$ cat config.mk
export PLATFORM = sky130hd
export DESIGN_NAME = lzop_header_checker_unit
export DESIGN_NICKNAME = d
export VERILOG_FILES = /design/src/rtl/lzhc_pkg.sv /design/src/rtl/lzhc_sum.sv /design/src/rtl/lzhc_parse.sv /design/src/rtl/lzhc_unit.sv
export SDC_FILE = /design/constraint.sdc
export NUM_CORES = 1
export LEC_CHECK = 0
export ABC_AREA = 1
export BUFFER_PORTS_ARGS = -buffer_cell sky130_fd_sc_hd__clkbuf_2
export CORE_MARGIN = 4
export CORE_UTILIZATION = 50
export DETAILED_ROUTE_END_ITERATION = 8
export HOLD_SLACK_MARGIN = 0.08
export MAX_ROUTING_LAYER = met4
export PLACE_DENSITY = 0.64
export SLEW_MARGIN = 30
export SYNTH_ARGS = -nofsm -noshare
export SYNTH_HDL_FRONTEND = slang
export SYNTH_SLANG_ARGS = --single-unit
$ cat constraint.sdc
create_clock -name i_clk -period 11.3 [get_ports i_clk]
set_input_delay 2.26 -clock i_clk [delete_from_list [all_inputs] [get_ports i_clk]]
set_output_delay 2.26 -clock i_clk [all_outputs]
set_load 0.01 [all_outputs]
$ cat src/rtl/lzhc_pkg.sv
// ============================================================================
// lzhc_pkg
// Shared types and constants for the lzop header checker.
// ============================================================================
package lzhc_pkg;

    // Verdict codes carried in the status field
    localparam logic [3:0] STAT_BUSY     = 4'd0;
    localparam logic [3:0] STAT_OK       = 4'd1;
    localparam logic [3:0] STAT_MAGIC    = 4'd2;
    localparam logic [3:0] STAT_VERSION  = 4'd3;
    localparam logic [3:0] STAT_LIBRARY  = 4'd4;
    localparam logic [3:0] STAT_NEEDED   = 4'd5;
    localparam logic [3:0] STAT_METHOD   = 4'd6;
    localparam logic [3:0] STAT_FLAGS    = 4'd7;
    localparam logic [3:0] STAT_CHECKSUM = 4'd8;

    // Block checksum kinds
    localparam logic [1:0] CHK_NONE  = 2'd0;
    localparam logic [1:0] CHK_CRC   = 2'd1;
    localparam logic [1:0] CHK_ADLER = 2'd2;

    localparam logic [15:0] VERSION_MAX = 16'h1030;
    localparam logic [15:0] LIB_MIN     = 16'h0100;

    localparam logic [31:0] FLG_H_CRC32   = 32'h0000_1000;
    localparam logic [31:0] FLG_MASK      = 32'h0000_3FFF;
    localparam logic [31:0] FLG_OS_MASK   = 32'hFF00_0000;
    localparam logic [31:0] FLG_CS_MASK   = 32'h00F0_0000;
    localparam logic [31:0] FLG_MULTIPART = 32'h0000_0400;
    localparam logic [31:0] FLG_H_FILTER  = 32'h0000_0800;
    localparam logic [31:0] FLG_EXTRA     = 32'h0000_0040;
    localparam logic [31:0] FLG_CRC32_C   = 32'h0000_0200;
    localparam logic [31:0] FLG_ADLER32_C = 32'h0000_0002;
    localparam logic [31:0] FLG_CRC32_D   = 32'h0000_0100;
    localparam logic [31:0] FLG_ADLER32_D = 32'h0000_0001;
    localparam logic [31:0] FLG_BAD =
        ~(FLG_MASK | FLG_OS_MASK | FLG_CS_MASK) | FLG_MULTIPART | FLG_H_FILTER;

    localparam int MAGIC_LEN = 9;

    typedef enum logic [13:0] {
        PH_MAGIC   = 14'b00000000000001,
        PH_VER     = 14'b00000000000010,
        PH_LIB     = 14'b00000000000100,
        PH_NEED    = 14'b00000000001000,
        PH_METHOD  = 14'b00000000010000,
        PH_LEVEL   = 14'b00000000100000,
        PH_FLAGS   = 14'b00000001000000,
        PH_MODE    = 14'b00000010000000,
        PH_NAMELEN = 14'b00000100000000,
        PH_NAME    = 14'b00001000000000,
        PH_HCHK    = 14'b00010000000000,
        PH_XLEN    = 14'b00100000000000,
        PH_XSKIP   = 14'b01000000000000,
        PH_DONE    = 14'b10000000000000
    } t_phase;

    // One result transaction
    typedef struct packed {
        logic [7:0]  method;
        logic [1:0]  data_check;
        logic [1:0]  packed_check;
        logic [32:0] hdr_bytes;
        logic [3:0]  status;
    } t_result;

endpackage

$ cat src/rtl/lzhc_sum.sv
// ============================================================================
// lzhc_sum
// Running CRC-32 and Adler-32 over the checksummed header bytes.
// ============================================================================
module lzhc_sum
    import lzhc_pkg::*;
(
    input  logic        i_clk,
    input  logic        i_rst_n,
    input  logic        i_clear,
    input  logic        i_update,
    input  logic [7:0]  i_byte,
    output logic [31:0] o_crc_sum,
    output logic [31:0] o_adler_sum
);

    localparam logic [16:0] ADLER_MOD = 17'd65521;

    logic [31:0] r_crc, n_crc;
    logic [15:0] r_lo, n_lo;
    logic [15:0] r_hi, n_hi;
    logic [16:0] w_lo_sum;
    logic [16:0] w_hi_sum;

    function automatic logic [31:0] crc_byte(input logic [31:0] crc, input logic [7:0] b);
        logic [31:0] c;
        c = crc ^ {24'd0, b};
        for (int i = 0; i < 8; i++) begin
            c = c[0] ? ((c >> 1) ^ 32'hEDB8_8320) : (c >> 1);
        end
        return c;
    endfunction

    // both sums stay below the modulus, so one subtract corrects each step
    always_comb begin
        w_lo_sum = {1'b0, r_lo} + {9'd0, i_byte};
        n_lo     = (w_lo_sum >= ADLER_MOD) ? 16'(w_lo_sum - ADLER_MOD) : w_lo_sum[15:0];
        w_hi_sum = {1'b0, r_hi} + {1'b0, n_lo};
        n_hi     = (w_hi_sum >= ADLER_MOD) ? 16'(w_hi_sum - ADLER_MOD) : w_hi_sum[15:0];
        n_crc    = crc_byte(r_crc, i_byte);
    end

    always_ff @(posedge i_clk) begin
        if (!i_rst_n || i_clear) begin
            r_crc <= 32'hFFFF_FFFF;
            r_lo  <= 16'd1;
            r_hi  <= 16'd0;
        end else if (i_update) begin
            r_crc <= n_crc;
            r_lo  <= n_lo;
            r_hi  <= n_hi;
        end
    end

    assign o_crc_sum   = ~r_crc;
    assign o_adler_sum = {r_hi, r_lo};

endmodule

$ cat src/rtl/lzhc_parse.sv
// ============================================================================
// lzhc_parse
// Header field sequencer: field checks, skips, verdict and reported values.
// ============================================================================
module lzhc_parse
    import lzhc_pkg::*;
(
    input  logic        i_clk,
    input  logic        i_rst_n,
    input  logic        i_advance,
    input  logic [7:0]  i_byte,
    input  logic        i_start,
    input  logic [31:0] i_crc_sum,
    input  logic [31:0] i_adler_sum,
    output logic        o_sum_upd,
    output t_result     o_result
);

    t_phase      r_phase, c_phase, n_phase;
    logic [3:0]  r_pos, c_pos, n_pos;
    logic [31:0] r_shift, c_shift, n_shift;
    logic [31:0] r_flags, c_flags, n_flags;
    logic [7:0]  r_name, c_name, n_name;
    logic [32:0] r_skip, c_skip, n_skip;
    logic [32:0] r_count, c_count, n_count;
    logic [3:0]  r_final, c_final, n_final;
    logic [7:0]  r_method, c_method, n_method;

    logic [31:0] w_cat;
    logic [3:0]  w_pos_inc;
    logic [7:0]  w_name_dec;
    logic [32:0] w_skip_dec;
    logic [31:0] w_hsum;
    logic        w_acc;

    function automatic logic [7:0] magic_byte(input logic [3:0] pos);
        case (pos)
            4'd0:    return 8'h89;
            4'd1:    return 8'h4C;
            4'd2:    return 8'h5A;
            4'd3:    return 8'h4F;
            4'd4:    return 8'h00;
            4'd5:    return 8'h0D;
            4'd6:    return 8'h0A;
            4'd7:    return 8'h1A;
            4'd8:    return 8'h0A;
            default: return 8'h00;
        endcase
    endfunction

    function automatic logic [3:0] field_len(input t_phase ph);
        case (ph)
            PH_VER, PH_LIB, PH_NEED:    return 4'd2;
            PH_FLAGS, PH_HCHK, PH_XLEN: return 4'd4;
            PH_MODE:                    return 4'd12;
            default:                    return 4'd1;
        endcase
    endfunction

    function automatic logic [1:0] check_kind(input logic [31:0] flags,
                                              input logic [31:0] crc_bit,
                                              input logic [31:0] adler_bit);
        if ((flags & crc_bit) != 32'd0) return CHK_CRC;
        if ((flags & adler_bit) != 32'd0) return CHK_ADLER;
        return CHK_NONE;
    endfunction

    always_comb begin
        // start restarts from the reset state with this byte as magic byte 0
        c_phase  = i_start ? PH_MAGIC  : r_phase;
        c_pos    = i_start ? 4'd0      : r_pos;
        c_shift  = i_start ? 32'd0     : r_shift;
        c_flags  = i_start ? 32'd0     : r_flags;
        c_name   = i_start ? 8'd0      : r_name;
        c_skip   = i_start ? 33'd0     : r_skip;
        c_count  = i_start ? 33'd0     : r_count;
        c_final  = i_start ? STAT_BUSY : r_final;
        c_method = i_start ? 8'd0      : r_method;

        n_phase  = c_phase;
        n_pos    = c_pos;
        n_shift  = c_shift;
        n_flags  = c_flags;
        n_name   = c_name;
        n_skip   = c_skip;
        n_count  = c_count;
        n_final  = c_final;
        n_method = c_method;

        w_cat      = {c_shift[23:0], i_byte};
        w_pos_inc  = c_pos + 4'd1;
        w_name_dec = (c_name != 8'd0) ? c_name - 8'd1 : c_name;
        w_skip_dec = (c_skip != 33'd0) ? c_skip - 33'd1 : c_skip;
        w_hsum     = ((c_flags & FLG_H_CRC32) != 32'd0) ? i_crc_sum : i_adler_sum;

        if (c_final == STAT_BUSY) begin
            n_count = c_count + 33'd1;
            case (c_phase)
                PH_MAGIC: begin
                    if (c_pos >= 4'(MAGIC_LEN) || i_byte != magic_byte(c_pos)) begin
                        n_final = STAT_MAGIC;
                        n_phase = PH_DONE;
                    end else if (w_pos_inc == 4'(MAGIC_LEN)) begin
                        n_phase = PH_VER;
                        n_pos   = 4'd0;
                        n_shift = 32'd0;
                    end else begin
                        n_pos = w_pos_inc;
                    end
                end
                PH_NAME: begin
                    n_name = w_name_dec;
                    if (w_name_dec == 8'd0) begin
                        n_phase = PH_HCHK;
                        n_pos   = 4'd0;
                        n_shift = 32'd0;
                    end
                end
                PH_XSKIP: begin
                    n_skip = w_skip_dec;
                    if (w_skip_dec == 33'd0) begin
                        n_final = STAT_OK;
                        n_phase = PH_DONE;
                    end
                end
                PH_DONE: begin
                    n_phase = c_phase;
                end
                default: begin
                    // fixed-length big-endian fields, single-byte ones included
                    n_shift = w_cat;
                    n_pos   = w_pos_inc;
                    if (w_pos_inc >= field_len(c_phase)) begin
                        n_pos   = 4'd0;
                        n_shift = 32'd0;
                        case (c_phase)
                            PH_VER: begin
                                if (w_cat[15:0] > VERSION_MAX || w_cat[31:16] != 16'd0) begin
                                    n_final = STAT_VERSION;
                                    n_phase = PH_DONE;
                                end else begin
                                    n_phase = PH_LIB;
                                end
                            end
                            PH_LIB: begin
                                if (w_cat[15:0] < LIB_MIN && w_cat[31:16] == 16'd0) begin
                                    n_final = STAT_LIBRARY;
                                    n_phase = PH_DONE;
                                end else begin
                                    n_phase = PH_NEED;
                                end
                            end
                            PH_NEED: begin
                                if (w_cat[15:0] > VERSION_MAX || w_cat[31:16] != 16'd0) begin
                                    n_final = STAT_NEEDED;
                                    n_phase = PH_DONE;
                                end else begin
                                    n_phase = PH_METHOD;
                                end
                            end
                            PH_METHOD: begin
                                n_method = i_byte;
                                if (i_byte < 8'd1 || i_byte > 8'd3) begin
                                    n_final = STAT_METHOD;
                                    n_phase = PH_DONE;
                                end else begin
                                    n_phase = PH_LEVEL;
                                end
                            end
                            PH_LEVEL: begin
                                n_phase = PH_FLAGS;
                            end
                            PH_FLAGS: begin
                                n_flags = w_cat;
                                if ((w_cat & FLG_BAD) != 32'd0) begin
                                    n_final = STAT_FLAGS;
                                    n_phase = PH_DONE;
                                end else begin
                                    n_phase = PH_MODE;
                                end
                            end
                            PH_MODE: begin
                                n_phase = PH_NAMELEN;
                            end
                            PH_NAMELEN: begin
                                n_name  = i_byte;
                                n_phase = (i_byte != 8'd0) ? PH_NAME : PH_HCHK;
                            end
                            PH_HCHK: begin
                                if (w_hsum != w_cat) begin
                                    n_final = STAT_CHECKSUM;
                                    n_phase = PH_DONE;
                                end else if ((c_flags & FLG_EXTRA) != 32'd0) begin
                                    n_phase = PH_XLEN;
                                end else begin
                                    n_final = STAT_OK;
                                    n_phase = PH_DONE;
                                end
                            end
                            PH_XLEN: begin
                                n_skip  = {1'b0, w_cat} + 33'd4;
                                n_phase = PH_XSKIP;
                            end
                            default: begin
                                n_phase = c_phase;
                            end
                        endcase
                    end
                end
            endcase
        end
    end

    // checksum covers version field through the filename
    assign o_sum_upd = (c_final == STAT_BUSY) &&
                       (c_phase == PH_VER || c_phase == PH_LIB || c_phase == PH_NEED ||
                        c_phase == PH_METHOD || c_phase == PH_LEVEL ||
                        c_phase == PH_FLAGS || c_phase == PH_MODE ||
                        c_phase == PH_NAMELEN || c_phase == PH_NAME);

    assign w_acc = (n_final == STAT_OK);

    always_comb begin
        o_result.status       = n_final;
        o_result.hdr_bytes    = w_acc ? n_count : 33'd0;
        o_result.packed_check = w_acc ? check_kind(n_flags, FLG_CRC32_C, FLG_ADLER32_C)
                                      : CHK_NONE;
        o_result.data_check   = w_acc ? check_kind(n_flags, FLG_CRC32_D, FLG_ADLER32_D)
                                      : CHK_NONE;
        o_result.method       = n_method;
    end

    always_ff @(posedge i_clk) begin
        if (!i_rst_n) begin
            r_phase  <= PH_MAGIC;
            r_pos    <= 4'd0;
            r_shift  <= 32'd0;
            r_flags  <= 32'd0;
            r_name   <= 8'd0;
            r_skip   <= 33'd0;
            r_count  <= 33'd0;
            r_final  <= STAT_BUSY;
            r_method <= 8'd0;
        end else if (i_advance) begin
            r_phase  <= n_phase;
            r_pos    <= n_pos;
            r_shift  <= n_shift;
            r_flags  <= n_flags;
            r_name   <= n_name;
            r_skip   <= n_skip;
            r_count  <= n_count;
            r_final  <= n_final;
            r_method <= n_method;
        end
    end

endmodule

$ cat src/rtl/lzhc_unit.sv
// ============================================================================
// lzop_header_checker_unit
// Streaming lzop file header checker, one header byte per transaction.
// ============================================================================
// Pipeline: a byte waits in the input register until the result register
//   is free or draining, and then loads into it.
// Throughput: one byte per cycle unless the master side stalls, set by
//   the single pass through the field sequencer and the CRC/Adler byte
//   step between the two registers.
// Reset: synchronous, active low; the checker starts in the magic phase, so
//   bytes are parsed from the first transaction even without a start flag.
// ============================================================================
module lzop_header_checker_unit
    import lzhc_pkg::*;
(
    input  logic        i_clk,
    input  logic        i_rst_n,
    // slave side: one header byte per transaction
    input  logic        i_s_tvalid,
    output logic        o_s_tready,
    input  logic [7:0]  i_s_tdata,   // [7:0] byte_req
    input  logic        i_s_tuser,   // [0] start_req
    // master side: one result per accepted byte
    output logic        o_m_tvalid,
    input  logic        i_m_tready,
    output logic [55:0] o_m_tdata    // [3:0] status, [36:4] hdr_bytes,
                                     // [38:37] packed_check_type,
                                     // [40:39] data_check_type,
                                     // [48:41] method, [55:49] zero
);

    // input register
    logic        r_in_valid;
    logic [7:0]  r_in_byte;
    logic        r_in_start;

    // result register
    logic        r_out_valid;
    t_result     r_out;

    logic        w_advance;
    logic        w_sum_upd;
    logic [31:0] w_crc_sum;
    logic [31:0] w_adler_sum;
    t_result     w_result;

    // the held byte moves on whenever the result register is free or draining
    assign w_advance  = r_in_valid && (!r_out_valid || i_m_tready);
    assign o_s_tready = !r_in_valid || w_advance;

    always_ff @(posedge i_clk) begin
        if (!i_rst_n) begin
            r_in_valid <= 1'b0;
        end else if (o_s_tready) begin
            r_in_valid <= i_s_tvalid;
        end
    end

    always_ff @(posedge i_clk) begin
        if (o_s_tready && i_s_tvalid) begin
            r_in_byte  <= i_s_tdata;
            r_in_start <= i_s_tuser;
        end
    end

    lzhc_sum u_sum (
        .i_clk       (i_clk),
        .i_rst_n     (i_rst_n),
        .i_clear     (w_advance && r_in_start),
        .i_update    (w_advance && w_sum_upd),
        .i_byte      (r_in_byte),
        .o_crc_sum   (w_crc_sum),
        .o_adler_sum (w_adler_sum)
    );

    lzhc_parse u_parse (
        .i_clk       (i_clk),
        .i_rst_n     (i_rst_n),
        .i_advance   (w_advance),
        .i_byte      (r_in_byte),
        .i_start     (r_in_start),
        .i_crc_sum   (w_crc_sum),
        .i_adler_sum (w_adler_sum),
        .o_sum_upd   (w_sum_upd),
        .o_result    (w_result)
    );

    always_ff @(posedge i_clk) begin
        if (!i_rst_n) begin
            r_out_valid <= 1'b0;
        end else if (w_advance) begin
            r_out_valid <= 1'b1;
        end else if (i_m_tready) begin
            r_out_valid <= 1'b0;
        end
    end

    always_ff @(posedge i_clk) begin
        if (w_advance) begin
            r_out <= w_result;
        end
    end

    assign o_m_tvalid = r_out_valid;
    assign o_m_tdata  = {7'd0, r_out};

endmodule
==> metrics, run 1 <==
simple-gate share of the synthesized area=0.357; CTS-repair resized insts=0; WL/cell=20.1 um; die area=0.0456 mm^2; floorplan row count=75; Final #Nets=3382; Max Fclk=139 MHz; Synth Cell Area=0.0211 mm^2; cell repeated most along the worst path=nand2_1; Setup violations, final=0; latest clock arrival within the worst-skew pair=560 ps; Sink Count=258; flops & latches, synth=258; minimum clock period=7210 ps; CP required=11740 ps; final worst setup slack=4090 ps; status=complete, no violations; Setup crit start kind=register; crit end category=register; Final Hold Fails=0; largest net degree at the start of global routing=76; footprint of the multi-input gates=0.0130 mm^2; Post-route DRC=0; Syn Area/Cell=6.33 um^2; clock-pin slew on the worst setup and hold paths=60 ps; total negative slack=0 ps; Post-Synth XOR/XNOR Area=0.0672; die height=214 um; Total Wirelength=78100 um; largest family of logic cells by synthesized area=simple AND/OR/NAND/NOR gates; Compound-Gate Fraction of Synth Area=0.159; FFs w/ async S/R, synth=0; leak pwr=10.7 nW; antenna viol nets, final=0; 1st-pass router iterations=6; vias in the first global route=20700; antenna cell count=0; proportion of synthesized area in mux cells=0.000474; ys flop type=dfxtp_1; grt ovf=0; share of cells above drive strength 1=0.0885; violation count after the first detailed-route iteration=2344; Root Buffer=clkbuf_16; max cap viols=0; Inserted Clock Buffers=34; gp weighted congestion=1.07; Detail Placement HPWL=58700 um; Slowest-stage cell, CP=nand3_1; Inst Count DP=3825; Overall Global Routing Usage=0.344; core area=0.0419 mm^2; clock buffer depth=3; initial antenna violation count=0; Synth Instances=3336; via count=22500; kind of critical path=register to register; Cell Pwr Density=122 mW/mm^2; adder-cell share of the synthesized area=0.0285; RSZ-0062 raised after global routing=false; IO buf count=63; Worst-Margin Slew=1000 ps; number of flops mapped to enable cells by yosys=58; crit-path max cell delay=660 ps; I/O pins=71; WP data arrival=7640 ps; Reg area=0.00575 mm^2; Slew Viols, Final=0; largest fanout on the critical path=20; Seq/Total Area, Yosys=0.272; VDD IR-drop max=0.118 mV; Fin Hold WS=467 ps; die width=214 um; # Post-CTS Setup Buffers=0; Filler cells=4325; Clock Skew=28.7 ps; pre-CTS setup slack=4200 ps; synth warn=0; Vias/cell=5.79; # H-tree levels=2; starting density of the core=0.505; Rel. slew slack=0.332; worst min path class=register to register; Area growth, synth to finish=7.70%; final non-filler cell total=3885; Yosys cell types=58; TritonCTS clock tree=done; global-route wire length before repair=119000 um; final worst-path cycle share=0.638; cts hold-fix bufs=0
kinds of logic (layout without fill, tap and decap cells):
family                     count (synthesis)  in the layout
DFF                                      258            258
buffers and inverters                    600            604
and+or+nand+nor                         1677           1677
AOI/OAI and AO/OA                        590            590
other                                      1              7
adders and majority gates                 47             47
xor gates and xnor gates                 162            162
muxes                                      1              1
stage by stage:
stage	utilization	area, um^2	total power, mW
after floorplan	-	21100	1.48
after global placement	0.517	21600	1.65
after detailed placement	0.517	21600	1.66
after CTS	0.544	22800	2.77
after global routing	0.544	22800	2.88
final	0.544	22800	2.77
where the power goes:
part / total [mW] / internal [mW] / switching (mW)
clock network: 1.12 / 0.669 / 0.449
logic: 0.647 / 0.173 / 0.474
registers: 1.01 / 0.982 / 0.0245
cell usage after synthesis, drive strengths merged (2+ instances only):
cell,instances,share of area
a21oi,244,0.058
o31ai,12,0.0043
edfxtp,58,0.082
a31oi,4,0.0012
ha,45,0.027
and2,2,0.00059
nor3,38,0.0095
nand4,70,0.022
nand2,907,0.17
buf,58,0.019
clkinv,3,0.00053
o21a,2,0.00071
or2,8,0.0024
o2111ai,12,0.0050
xor2,124,0.051
nand3,280,0.068
fa,2,0.0019
o221ai,30,0.012
o21bai,2,0.00071
o22ai,15,0.0044
inv,450,0.080
o211ai,62,0.022
nor2,344,0.077
nor4,10,0.0030
dfxtp,200,0.19
o21ai,202,0.049
nor3b,3,0.0013
clkbuf,89,0.016
and3,2,0.00059
nand3b,13,0.0048
xnor2,38,0.016
state kept, by name (all words and copies together) (netlist names):
signal,cells
o_m_tdata,49
u_sum.r_crc,32
u_sum.r_lo,16
u_parse.r_phase,14
u_parse.r_final,4
r_in_byte,8
u_parse.r_flags,6
o_m_tvalid,1
u_sum.r_hi,16
u_parse.r_shift,24
r_in_valid,1
u_parse.r_count,33
r_in_start,1
u_parse.r_skip,33
u_parse.r_pos,4
u_parse.r_name,8
u_parse.r_method,8
worst max-delay path, delay by kind of cell, from the launching register on:
family	cells	cell delay (ps)
simple gates	23	3940
buf+inv	6	860
fa+ha+maj	2	1040
xor+xnor	2	760
flops	1	470
path summary, 6_finish.rpt:
path,from,end,slack (ps),depth (start not counted)
worst min-delay path,u_parse.r_phase[6],u_parse.r_phase[6],470,2
worst min register to register,u_parse.r_phase[6],u_parse.r_phase[6],470,2
worst max-delay path,r_in_byte[1],u_sum.r_hi[9],4090,33
worst max register to register,r_in_byte[1],u_sum.r_hi[9],4090,33
layout make-up:
type	instances	area share
multi-input combinational	2484	0.570
sequential	258	0.253
inverter	453	0.0750
clock buffer	44	0.0422
tap	539	0.0296
timing repair buffer	91	0.0231
clock inverter	16	0.00748
routing by layer:
metal	GRT usage	wire, um	share of wire	vias up
met4	0.176	4580	0.059	0
met2	0.548	35800	0.46	921
li1	-	-	-	10900
met3	0.0456	5240	0.067	224
met5	-	0	0	-
met1	0.430	32500	0.42	10500
cell usage in the layout (no fill, tap or decap), drive strengths merged, types with 10 or more instances in the layout:
cell     Yosys  layout
nand4       70      70
o31ai       12      12
nand3b      13      13
xnor2       38      38
o2111ai     12      12
nor3        38      38
nor2       344     344
inv        450     450
ha          45      45
o211ai      62      62
nor4        10      10
o221ai      30      30
buf         58      28
nand2      907     907
o21ai      202     202
o22ai       15      15
a21oi      244     244
dfxtp      200     200
nand3      280     280
edfxtp      58      58
xor2       124     124
clkbuf      89     107
clkinv       3      15
Note: power is estimated with default switching activity, not from simulation.
==> inputs of run 2 (changes only) <==
==> constraint.sdc (replaced) <==
create_clock -name i_clk -period 6.8 [get_ports i_clk]
set_input_delay 1.36 -clock i_clk [delete_from_list [all_inputs] [get_ports i_clk]]
set_output_delay 1.36 -clock i_clk [all_outputs]
set_load 0.01 [all_outputs]
==> metrics, run 2 (synthesis results as in run 1) <==
metal2 WL=35800 um (about the same); die width=214 um (unchanged); cts hold-fix bufs=0 (unchanged); Filler cells=4253 (was 4325); clock-pin slew on the worst setup and hold paths=60 ps (about the same); WL met1=31800 um (was 32500 um); most common cell after layout, fill and taps aside=nand2_1 (unchanged); total negative slack=0 ps (unchanged); Total Wirelength=76600 um (was 78100 um); largest net degree at the start of global routing=85 (was 76); Worst-Margin Slew=1030 ps (was 1000 ps); highest metal used=met4 (unchanged); floorplan row count=75 (unchanged); I/O pins=71 (unchanged); via count=22500 (about the same); CP required=7230 ps (was 11740 ps); latest clock arrival within the worst-skew pair=560 ps (about the same); largest fanout on the critical path=20 (unchanged); combinational cell fraction of total power=0.227 (was 0.233); VDD IR-drop max=0.136 mV (was 0.118 mV); Slowest-stage cell, CP=xor2_1 (was nand3_1); WL met3=5160 um (was 5240 um); Setup violations, final=0 (unchanged); sw frac=0.338 (was 0.342); Clock Skew=26.7 ps (was 28.7 ps); core area=0.0419 mm^2 (unchanged); crit-path max cell delay=550 ps (was 660 ps); grt ovf=0 (unchanged); P_sw=1.60 mW (was 947 uW); clock buffer depth=3 (unchanged); leak pwr=10.8 nW (was 10.7 nW); Setup crit start kind=register (unchanged); most frequent cells in the layout=nand2_1 (864), inv_1 (423), nor2_1 (287), nand3_1 (274), a21oi_1 (243) (was nand2_1 (864), inv_1 (423), nor2_1 (287), nand3_1 (276), a21oi_1 (243)); Post-route DRC=0 (unchanged); worst min path class=register to register (unchanged); Detail Placement HPWL=57100 um (was 58700 um); r2r setup slk=660 ps (was 4090 ps); violation count after the first detailed-route iteration=2130 (was 2344); footprint of the multi-input gates=0.0130 mm^2 (about the same); # H-tree levels=2 (unchanged); Root Buffer=clkbuf_16 (unchanged); global-route wire length before repair=118000 um (was 119000 um); die height=214 um (unchanged); overall power=4.73 mW (was 2.77 mW); hold_sp=u_parse.r_name[5] (was u_parse.r_phase[6]); antenna viol nets, final=0 (unchanged); Reg2Reg Depth=33 (unchanged); TritonCTS clock tree=done (unchanged); Area growth, synth to finish=8.59% (was 7.70%); register share of total power=0.354 (was 0.363); Cell Pwr Density=206 mW/mm^2 (was 122 mW/mm^2); minimum clock period=6140 ps (was 7210 ps); start of the worst register-to-register path=r_in_byte[1] (unchanged); max FFs per register=49 (unchanged); die area=0.0456 mm^2 (unchanged); RSZ-0062 raised after global routing=false (unchanged); vias in the first global route=20700 (about the same); Sink Count=258 (unchanged); max cap viols=0 (unchanged); status=complete, no violations (unchanged); gp weighted congestion=1.03 (was 1.07); Final Hold Fails=0 (unchanged); crit end category=register (unchanged); 1st-pass router iterations=8 (was 6); Max Fclk=163 MHz (was 139 MHz); Overall Global Routing Usage=0.337 (was 0.344); final core utilization=0.548 (was 0.544); reg2reg end=u_sum.r_hi[0] (was u_sum.r_hi[9]); Vias/cell=5.76 (was 5.79); IO buf count=63 (unchanged); Reg area=0.00575 mm^2 (unchanged); share of cells above drive strength 1=0.0929 (was 0.0885); WL/cell=19.6 um (was 20.1 um); initial antenna violation count=1 (was 0); Slew Viols, Final=0 (unchanged); cell repeated most along the worst path=nand2_1 (unchanged); Final #Nets=3392 (was 3382); clock group share of total power=0.419 (was 0.403); Rel. slew slack=0.312 (was 0.332); Worst Hold End=u_parse.r_name[5] (was u_parse.r_phase[6]); kind of critical path=register to register (unchanged); WP data arrival=6570 ps (was 7640 ps); internal power=3.13 mW (was 1.82 mW); final worst-path cycle share=0.904 (was 0.638); starting density of the core=0.505 (unchanged); Inserted Clock Buffers=34 (unchanged); WHS Path Cells=2 (unchanged)
## run 2: changes by cell type in the layout (fill, tap and decap cells not counted), moves of 2 or more
cell / previous run / this run
bufinv_16: 3 / 6
nand3_1: 276 / 274
clkbuf_8: 5 / 2
buf_4: 28 / 37
clkinv_1: 5 / 3
clkinv_8: 0 / 2
clkinv_2: 7 / 9
nand3_2: 2 / 4
## run 2: stage by stage
step	hold slack [ps]	instance area [um^2]	setup WS [ps]	cells
3_5_place_dp	456	21700	404	3835
2_1_floorplan	440	21100	1630	3342
4_1_cts	466	22900	369	3897
6_report	464	22900	655	3898
5_1_grt	481	22900	74.0	3898
3_3_place_gp	452	21700	572	3835
## run 2: power groups by stage
stage | registers (mW) | clock network [mW] | logic (mW)
after detailed placement | 1.71 | 0 | 1.05
after floorplan | 1.70 | 0 | 0.766
after global placement | 1.70 | 0 | 1.04
final | 1.67 | 1.98 | 1.07
after global routing | 1.68 | 2.07 | 1.16
after CTS | 1.67 | 2.00 | 1.05
## run 2: what timing repair did
| action | CTS | global route |
|---|---|---|
| gates resized for setup | 0 | 2 |
| setup endpoints to repair | 0 | 15 |
| setup buffers | 0 | 0 |
## run 2: per-layer routing
| metal | track usage | up-vias |
|---|---|---|
| met4 | 0.148 | 0 |
| met3 | 0.0503 | 207 |
| met2 | 0.551 | 924 |
| li1 | - | 10900 |
| met5 | - | - |
| met1 | 0.416 | 10400 |
## run 2: worst max-delay path, delay by kind of cell (launching register included)
family | cells | cell delay (ps)
adders and majority gates | 3 | 870
buffers and inverters | 7 | 950
AOI/OAI and AO/OA | 2 | 420
and+or+nand+nor | 19 | 2390
xor gates and xnor gates | 2 | 900
DFF | 1 | 470
## run 2: worst max-delay path by stage
| stage | startpoint | endpoint | slack (ps) |
|---|---|---|---|
| 3_3_place_gp | r_in_byte[1] | u_sum.r_hi[9] | 570 |
| 2_1_floorplan | r_in_byte[1] | u_sum.r_hi[9] | 1630 |
| 5_1_grt | r_in_byte[1] | u_sum.r_hi[0] | 70 |
| 3_5_place_dp | r_in_byte[1] | u_sum.r_hi[5] | 400 |
| 4_1_cts | r_in_byte[1] | u_sum.r_hi[0] | 370 |
| 6_report | r_in_byte[1] | u_sum.r_hi[0] | 660 |
## run 2: final cells by class
cell class | count | share of cell area
clock buffers | 41 | 0.0400
clock inverters | 21 | 0.0128
multi-input cells | 2484 | 0.566
flip-flops and latches | 258 | 0.250
repair buffers | 101 | 0.0267
inverters | 453 | 0.0744
diodes | 1 | 0.000109
well taps | 539 | 0.0294
